===== config.mk =====
export PLATFORM = sky130hd
export DESIGN_NAME = http_request_line_checker_top
export DESIGN_NICKNAME = d
export VERILOG_FILES = /design/src/rtl/hrlc_pkg.sv /design/src/rtl/hrlc_parse.sv /design/src/rtl/hrlc_out.sv /design/src/rtl/http_request_line_checker_top.sv
export SDC_FILE = /design/constraint.sdc
export NUM_CORES = 1
export LEC_CHECK = 0
export BUFFER_PORTS_ARGS = -buffer_cell sky130_fd_sc_hd__buf_2
export CAP_MARGIN = 40
export CORE_ASPECT_RATIO = 0.9
export CORE_MARGIN = 5
export CORE_UTILIZATION = 45
export CTS_CLUSTER_DIAMETER = 80
export CTS_CLUSTER_SIZE = 20
export DETAILED_ROUTE_END_ITERATION = 7
export PLACE_DENSITY_LB_ADDON = 0.1
export SETUP_SLACK_MARGIN = 0.5
export SLEW_MARGIN = 10
export SYNTH_ARGS = -nofsm -noshare
export SYNTH_HDL_FRONTEND = slang
export SYNTH_SLANG_ARGS = --single-unit

===== constraint.sdc =====
create_clock -name clk -period 4.15 [get_ports clk]
set_clock_uncertainty 0.1 [all_clocks]
set_input_delay 0.2075 -clock clk [delete_from_list [all_inputs] [get_ports clk]]
set_output_delay 0.2075 -clock clk [all_outputs]
set_load 0.05 [all_outputs]

===== src/rtl/hrlc_pkg.sv =====
// shared types, codes and helpers for the http request line checker
package hrlc_pkg;

  localparam int unsigned DATA_W  = 8;
  localparam int unsigned LIMIT_W = 16;
  localparam int unsigned COUNT_W = 17;

  localparam logic [LIMIT_W-1:0] LIMIT_RESET = 16'd8192;
  localparam logic [COUNT_W-1:0] COUNT_MAX   = 17'h1FFFF;

  localparam logic [DATA_W-1:0] CH_TAB   = 8'h09;
  localparam logic [DATA_W-1:0] CH_LF    = 8'h0A;
  localparam logic [DATA_W-1:0] CH_CR    = 8'h0D;
  localparam logic [DATA_W-1:0] CH_SPACE = 8'h20;
  localparam logic [DATA_W-1:0] CH_SLASH = 8'h2F;

  localparam logic [3:0] VPOS_LEN   = 4'd8;
  localparam logic [3:0] VPOS_SAT   = 4'd9;
  localparam logic [3:0] VPOS_EXTRA = 4'd15;

  typedef enum logic [1:0] {
    TOK_NONE    = 2'd0,
    TOK_METHOD  = 2'd1,
    TOK_URI     = 2'd2,
    TOK_VERSION = 2'd3
  } tok_t;

  typedef enum logic [2:0] {
    TAG_SPACE   = 3'd0,
    TAG_METHOD  = 3'd1,
    TAG_URI     = 3'd2,
    TAG_VERSION = 3'd3,
    TAG_EXTRA   = 3'd4
  } tag_t;

  typedef enum logic [2:0] {
    ST_PENDING     = 3'd0,
    ST_COMPLETE    = 3'd1,
    ST_TOO_LARGE   = 3'd2,
    ST_MALFORMED   = 3'd3,
    ST_BAD_URI     = 3'd4,
    ST_BAD_VERSION = 3'd5
  } status_t;

  typedef struct packed {
    logic [DATA_W-1:0]  echo_byte;
    tag_t               field_tag;
    status_t            status;
    logic [LIMIT_W-1:0] line_length;
  } result_t;

  function automatic logic [DATA_W-1:0] version_char(input logic [2:0] pos);
    logic [DATA_W-1:0] c;
    unique case (pos)
      3'd0: c = 8'h48;
      3'd1: c = 8'h54;
      3'd2: c = 8'h54;
      3'd3: c = 8'h50;
      3'd4: c = 8'h2F;
      3'd5: c = 8'h31;
      3'd6: c = 8'h2E;
      3'd7: c = 8'h31;
      default: c = 8'h31;
    endcase
    return c;
  endfunction

  function automatic logic is_space(input logic [DATA_W-1:0] b);
    return (b == CH_SPACE) || ((b >= CH_TAB) && (b <= CH_CR));
  endfunction

endpackage


===== src/rtl/hrlc_parse.sv =====
// per-line parse state and the single-pass byte classification logic
module hrlc_parse
  import hrlc_pkg::*;
(
  input  logic               clk,
  input  logic               rst_n,
  input  logic               step,
  input  logic [DATA_W-1:0]  data_byte,
  input  logic [LIMIT_W-1:0] max_line_bytes,
  output result_t            result
);

  logic [COUNT_W-1:0] count_r, count_nxt;
  logic               prev_cr_r, prev_cr_nxt;
  tok_t               tok_r, tok_nxt;
  logic               inside_r, inside_nxt;
  logic               slash_r, slash_nxt;
  logic [3:0]         vpos_r, vpos_nxt;
  logic               vmis_r, vmis_nxt;

  always_comb begin
    logic    term;
    logic    vb;
    tag_t    tag;
    status_t st;

    term        = (data_byte == CH_LF) && prev_cr_r;
    count_nxt   = (count_r == COUNT_MAX) ? count_r : count_r + 1'b1;
    tok_nxt     = tok_r;
    inside_nxt  = inside_r;
    slash_nxt   = slash_r;
    vpos_nxt    = vpos_r;
    vmis_nxt    = vmis_r;
    vb          = 1'b0;
    tag         = TAG_SPACE;

    if (is_space(data_byte)) begin
      if (inside_r && tok_r == TOK_VERSION && vpos_r != VPOS_EXTRA && vpos_r != VPOS_LEN) begin
        vmis_nxt = 1'b1;
      end
      inside_nxt = 1'b0;
    end else begin
      if (!inside_r) begin
        unique case (tok_r)
          TOK_NONE: begin
            tok_nxt = TOK_METHOD;
          end
          TOK_METHOD: begin
            tok_nxt   = TOK_URI;
            slash_nxt = (data_byte == CH_SLASH);
          end
          TOK_URI: begin
            tok_nxt  = TOK_VERSION;
            vpos_nxt = '0;
            vb       = 1'b1;
          end
          TOK_VERSION: begin
            if (vpos_r != VPOS_EXTRA && vpos_r != VPOS_LEN) begin
              vmis_nxt = 1'b1;
            end
            vpos_nxt = VPOS_EXTRA;
          end
          default: ;
        endcase
        inside_nxt = 1'b1;
      end else if (tok_r == TOK_VERSION && vpos_r != VPOS_EXTRA) begin
        vb = 1'b1;
      end
      if (vb) begin
        if (vpos_nxt < VPOS_LEN) begin
          if (data_byte != version_char(vpos_nxt[2:0])) begin
            vmis_nxt = 1'b1;
          end
        end else begin
          vmis_nxt = 1'b1;
        end
        if (vpos_nxt < VPOS_SAT) begin
          vpos_nxt = vpos_nxt + 1'b1;
        end
      end
      if (tok_nxt == TOK_VERSION && vpos_nxt == VPOS_EXTRA) begin
        tag = TAG_EXTRA;
      end else begin
        tag = tag_t'({1'b0, tok_nxt});
      end
    end
    prev_cr_nxt = (data_byte == CH_CR);

    st = ST_PENDING;
    result.line_length = '0;
    if (count_nxt > {1'b0, max_line_bytes}) begin
      st = ST_TOO_LARGE;
    end else if (term) begin
      if (tok_nxt != TOK_VERSION) begin
        st = ST_MALFORMED;
      end else if (!slash_nxt) begin
        st = ST_BAD_URI;
      end else if (vmis_nxt) begin
        st = ST_BAD_VERSION;
      end else begin
        st = ST_COMPLETE;
        result.line_length = count_nxt[LIMIT_W-1:0];
      end
    end

    if (st != ST_PENDING) begin
      count_nxt   = '0;
      prev_cr_nxt = 1'b0;
      tok_nxt     = TOK_NONE;
      inside_nxt  = 1'b0;
      slash_nxt   = 1'b0;
      vpos_nxt    = '0;
      vmis_nxt    = 1'b0;
    end

    result.echo_byte = data_byte;
    result.field_tag = tag;
    result.status    = st;
  end

  always_ff @(posedge clk) begin
    if (!rst_n) begin
      count_r   <= '0;
      prev_cr_r <= 1'b0;
      tok_r     <= TOK_NONE;
      inside_r  <= 1'b0;
      slash_r   <= 1'b0;
      vpos_r    <= '0;
      vmis_r    <= 1'b0;
    end else if (step) begin
      count_r   <= count_nxt;
      prev_cr_r <= prev_cr_nxt;
      tok_r     <= tok_nxt;
      inside_r  <= inside_nxt;
      slash_r   <= slash_nxt;
      vpos_r    <= vpos_nxt;
      vmis_r    <= vmis_nxt;
    end
  end

endmodule


===== src/rtl/hrlc_out.sv =====
// result register with valid and stall towards the sink
module hrlc_out
  import hrlc_pkg::*;
(
  input  logic    clk,
  input  logic    rst_n,
  input  logic    load_valid,
  input  result_t load_data,
  output logic    can_load,
  output logic    out_valid,
  input  logic    out_stall,
  output result_t out_data
);

  logic    valid_r, valid_nxt;
  result_t data_r;

  assign can_load  = !valid_r || !out_stall;
  assign valid_nxt = can_load ? load_valid : valid_r;

  always_ff @(posedge clk) begin
    if (!rst_n) begin
      valid_r <= 1'b0;
    end else begin
      valid_r <= valid_nxt;
    end
  end

  always_ff @(posedge clk) begin
    if (can_load && load_valid) begin
      data_r <= load_data;
    end
  end

  assign out_valid = valid_r;
  assign out_data  = data_r;

endmodule


===== src/rtl/http_request_line_checker_top.sv =====
// path: input register, then parse logic, then the result register driving the out_ ports
// throughput: one beat per cycle while out_stall does not hold the result register, set by
// the single-pass parse logic between the input register and the result register
// reset: synchronous active-low rst_n empties both registers, clears the line state and
// sets max_line_bytes to 8192
module http_request_line_checker_top
  import hrlc_pkg::*;
(
  input  logic               clk,
  input  logic               rst_n,
  input  logic               in_valid,
  output logic               in_stall,
  input  logic [DATA_W-1:0]  in_data_byte,
  output logic               out_valid,
  input  logic               out_stall,
  output logic [DATA_W-1:0]  out_echo_byte,
  output logic [2:0]         out_field_tag,
  output logic [2:0]         out_status,
  output logic [LIMIT_W-1:0] out_line_length,
  input  logic               cfg_valid,
  output logic               cfg_ready,
  input  logic [LIMIT_W-1:0] cfg_max_line_bytes
);

  logic [LIMIT_W-1:0] limit_r;
  logic               in_valid_r, in_valid_nxt;
  logic [DATA_W-1:0]  in_byte_r;
  logic               can_load;
  logic               step;
  result_t            res;
  result_t            out_res;

  assign cfg_ready = 1'b1;

  always_ff @(posedge clk) begin
    if (!rst_n) begin
      limit_r <= LIMIT_RESET;
    end else if (cfg_valid && cfg_ready) begin
      limit_r <= cfg_max_line_bytes;
    end
  end

  // input stage moves on whenever the result register can take its beat
  assign step         = in_valid_r && can_load;
  assign in_stall     = in_valid_r && !can_load;
  assign in_valid_nxt = (!in_valid_r || can_load) ? in_valid : in_valid_r;

  always_ff @(posedge clk) begin
    if (!rst_n) begin
      in_valid_r <= 1'b0;
    end else begin
      in_valid_r <= in_valid_nxt;
    end
  end

  always_ff @(posedge clk) begin
    if (in_valid && !in_stall) begin
      in_byte_r <= in_data_byte;
    end
  end

  hrlc_parse u_parse (
    .clk            (clk),
    .rst_n          (rst_n),
    .step           (step),
    .data_byte      (in_byte_r),
    .max_line_bytes (limit_r),
    .result         (res)
  );

  hrlc_out u_out (
    .clk        (clk),
    .rst_n      (rst_n),
    .load_valid (in_valid_r),
    .load_data  (res),
    .can_load   (can_load),
    .out_valid  (out_valid),
    .out_stall  (out_stall),
    .out_data   (out_res)
  );

  assign out_echo_byte   = out_res.echo_byte;
  assign out_field_tag   = out_res.field_tag;
  assign out_status      = out_res.status;
  assign out_line_length = out_res.line_length;

endmodule


==> results by group <==
Run status
  – Status: complete, no violations

Setup path
  – Slowest stage cell, crit path: dfxtp_2
  – CP Capture Type: flop
  – Delay-heaviest family, CP: simple AND/OR/NAND/NOR gates
  – Crit Path Max Fanout: 9
  – Arrival @ worst endpoint: 3.87 ns
  – Crit path required time: 4.28 ns
  – Most numerous cell on the critical path: nand4_1
  – Setup CP Type: reg -> reg
  – CP bufs+invs: 3
  – CP startpoint kind: flop
  – Slowest cell delay on critical path: 0.40 ns
  – CP Cell Sequence: nand4_1, nor2_2, buf_4, nand4_1, or2_2, nand2_1, ha_1, nand4_1, nor3_2, a211o_1, o31ai_4, and2_4, nand3b_1, buf_6, buf_12, and4b_1

Routing
  – Final ANT Viol Nets: 0
  – Avg Vias per Cell: 5.44
  – DR vias: 3779
  – DR DRC count: 0
  – Routed wire length per instance: 16.7 um
  – 1st-pass router iterations: 4
  – DRT iter0 DRCs: 235
  – Routed WL: 11600 um

Timing
  – Finish-stage setup viols: 0
  – Final hold viol count: 0
  – Max-slew violations: 0
  – RSZ-0062 raised after global routing: yes
  – Fmax: 268 MHz
  – Slew of the pin with the lowest slew margin: 0.743 ns
  – Setup TNS: 0 ns
  – Crit path time final: 3.74 ns
  – Slew margin rel.: 0.503
  – Period utilization: 0.901
  – Min Hold Slack: 0.00778 ns

Final layout
  – Net count, final: 613
  – Area Growth Syn to Fin: 34.4%
  – Layout cells sized above 1: 0.324
  – Fill cells: 796

Yosys
  – Gate Count Post-Synth: 459
  – Seq cells post-synth: 83
  – Mapped Avg Cell Area: 9.78 sq um
  – Synth top area cells: edfxtp_1, dfxtp_1, ha_1
  – Async SR Flop Fraction: 0
  – Register area share after synthesis: 0.455
  – Main synth FF type: dfxtp_1
  – Top cell type's share of synthesized area: 0.254
  – Syn_nets: 509
  – Post-synth EDFFs: 38
  – Netlist cell types: 59
  – Mapped cell area: 0.00449 sq mm
  – Cell taking the most area after synthesis: edfxtp_1
  – Ys Warns: 0

Clocking
  – Root Buffer: clkbuf_8
  – Total CTS buffers: 9
  – Clock transition at path regs: 0.08 ns
  – CTS tree: done
  – Clock buffer depth: 2
  – Worst skew pair latency: 0.37 ns
  – H-tree depth: 3
  – Clock Sinks: 83

Global route
  – Initial antenna violation count: 0
  – Vias in the first global route: 3628
  – First-pass GRT wire length: 18100 um
  – Total track usage: 0.190
  – GR Overflow Total: 0
  – Largest net degree at the start of global routing: 34

Die
  – Core Region: 0.00970 sq mm
  – Initial Utilization: 0.463
  – Die Y: 105 um
  – Die Wd: 115 um
  – Rows: 34
  – I/O pins: 62
  – Die area: 0.0121 sq mm

Placed design
  – Hpwl dp: 7920 um
  – Port bufs: 60
  – Routability cong.: 0.884

Pwr
  – Maximum vdd drop: 0.242 mV
  – Leak: 0.00241 uW
  – Pwr/cell area: 297 mW/mm^2
  – Post-layout power: 1790 uW

Run
  – Max Cap Violations: 0

Worst hold path
  – Worst Hold Class: in -> reg
## worst register-to-register path: cells and delay by family (launching register included)
family          cells  cell delay [ns]
flops               1             0.40
compound gates      2             0.63
simple gates       10             1.78
buf+inv             3             0.41
fa+ha+maj           1             0.28
## synth_stat cells (3+ instances only)
| cell type | instances |
|---|---|
| dfxtp_1 | 45 |
| nand2_1 | 35 |
| nand3b_1 | 4 |
| edfxtp_1 | 38 |
| nor3_1 | 12 |
| inv_1 | 35 |
| nand2b_1 | 5 |
| clkbuf_1 | 13 |
| o21ai_1 | 4 |
| ha_1 | 21 |
| o2bb2ai_1 | 3 |
| a31oi_1 | 4 |
| and3_1 | 5 |
| xor2_1 | 12 |
| mux2i_1 | 16 |
| nor4_1 | 5 |
| or3_1 | 4 |
| a211oi_1 | 7 |
| a21boi_1 | 3 |
| o31ai_1 | 10 |
| nor2b_1 | 15 |
| nor2_1 | 33 |
| xnor2_1 | 6 |
| and4b_1 | 5 |
| nand4_1 | 8 |
| nand3_1 | 23 |
| o211ai_1 | 5 |
| buf_2 | 5 |
| a21oi_1 | 19 |
| and2_1 | 3 |
| nor4_2 | 10 |
| o21ai_0 | 9 |
## path summary, 6_finish.rpt
kind / from / slack (ns) / depth (start not counted) / endpoint
max: u_parse.count_r[4] / 0.41 / 16 / u_out.out_data[2]
min: cfg_max_line_bytes[7] / 0.008 / 3 / limit_r[7]
max reg2reg: u_parse.count_r[4] / 0.41 / 16 / u_out.out_data[2]
min reg2reg: u_parse.prev_cr_r / 0.37 / 2 / u_parse.prev_cr_r
## final cells by class
class / instances / area, sq um / area share
Antenna cell: 1 / 2.50 / 0.000415
Multi-Input combinational cell: 319 / 2640 / 0.438
Sequential cell: 83 / 2060 / 0.341
Timing Repair Buffer: 115 / 822 / 0.136
Tap cell: 126 / 158 / 0.0262
Inverter: 35 / 131 / 0.0218
Clock buffer: 10 / 128 / 0.0212
Clock inverter: 6 / 90.1 / 0.0149
## placed cells by master (no fill, tap or decap), types with 6 or more instances in the layout
| master | count |
|---|---|
| nor2_1 | 29 |
| a21oi_1 | 19 |
| buf_4 | 29 |
| o31ai_4 | 8 |
| nor4_2 | 10 |
| nand4_1 | 8 |
| ha_1 | 16 |
| o21ai_0 | 9 |
| buf_2 | 60 |
| xor2_2 | 6 |
| a211oi_1 | 6 |
| nand3_1 | 17 |
| dfxtp_1 | 38 |
| nand2_1 | 33 |
| mux2i_1 | 15 |
| edfxtp_1 | 38 |
| dlygate4sd3_1 | 18 |
| nor2b_1 | 15 |
| inv_1 | 35 |
| xnor2_1 | 6 |
| nor3_1 | 9 |
| clkbuf_8 | 9 |
## cell families after synthesis
family                     share of synthesized area
and+or+nand+nor                                0.219
AOI/OAI and AO/OA                              0.136
DFF                                            0.455
buffers and inverters                         0.0541
adders and majority gates                     0.0586
xor gates and xnor gates                      0.0388
muxes                                         0.0382
other                                       0.000836
## state kept, by name, summed over array words and instances, names as in the netlist
register	count
u_parse.prev_cr_r	1
u_parse.vpos_r	4
in_byte_r	8
u_parse.vmis_r	1
u_out.out_valid	1
u_parse.tok_r	2
in_valid_r	1
u_parse.count_r	17
u_parse.inside_r	1
u_out.out_data	30
limit_r	16
u_parse.slash_r	1
## stage by stage
stage,setup slack (ns),utilization,cell area (sq um),cells
CTS,0.414,0.581,5640,690
finish,0.413,0.622,6030,695
global placement,0.232,0.515,4990,639
floorplan,0.514,-,4520,459
global route,0.229,0.621,6030,694
detailed placement,0.117,0.516,5000,640
## timing repair
item,in CTS,in global routing
cloned,1,0
setup endpoints to repair,45,44
hold endpoints to repair,18,0
pin swaps,13,17
hold buffers,18,0
setup buffers,15,4
gates resized for setup,23,58
## where the power goes
| part | switching [uW] | total (uW) | internal [uW] | leakage, uW |
|---|---|---|---|---|
| clock | 301 | 640 | 339 | 0.0000947 |
| sequential | 20.8 | 906 | 885 | 0.000726 |
| combinational | 153 | 242 | 88.9 | 0.00158 |
| total | 475 | 1790 | 1310 | 0.00241 |
## metal layers
metal  share of wire  up-vias  wire (um)  GRT usage
li1                -     1864          -          -
met1            0.50     1817       5760      0.277
met2            0.44       87       5060      0.284
met3           0.056       11        645     0.0434
met4           0.011        0        132     0.0528
met5               0        -          0          0
Power figures use the tool's default switching activity.
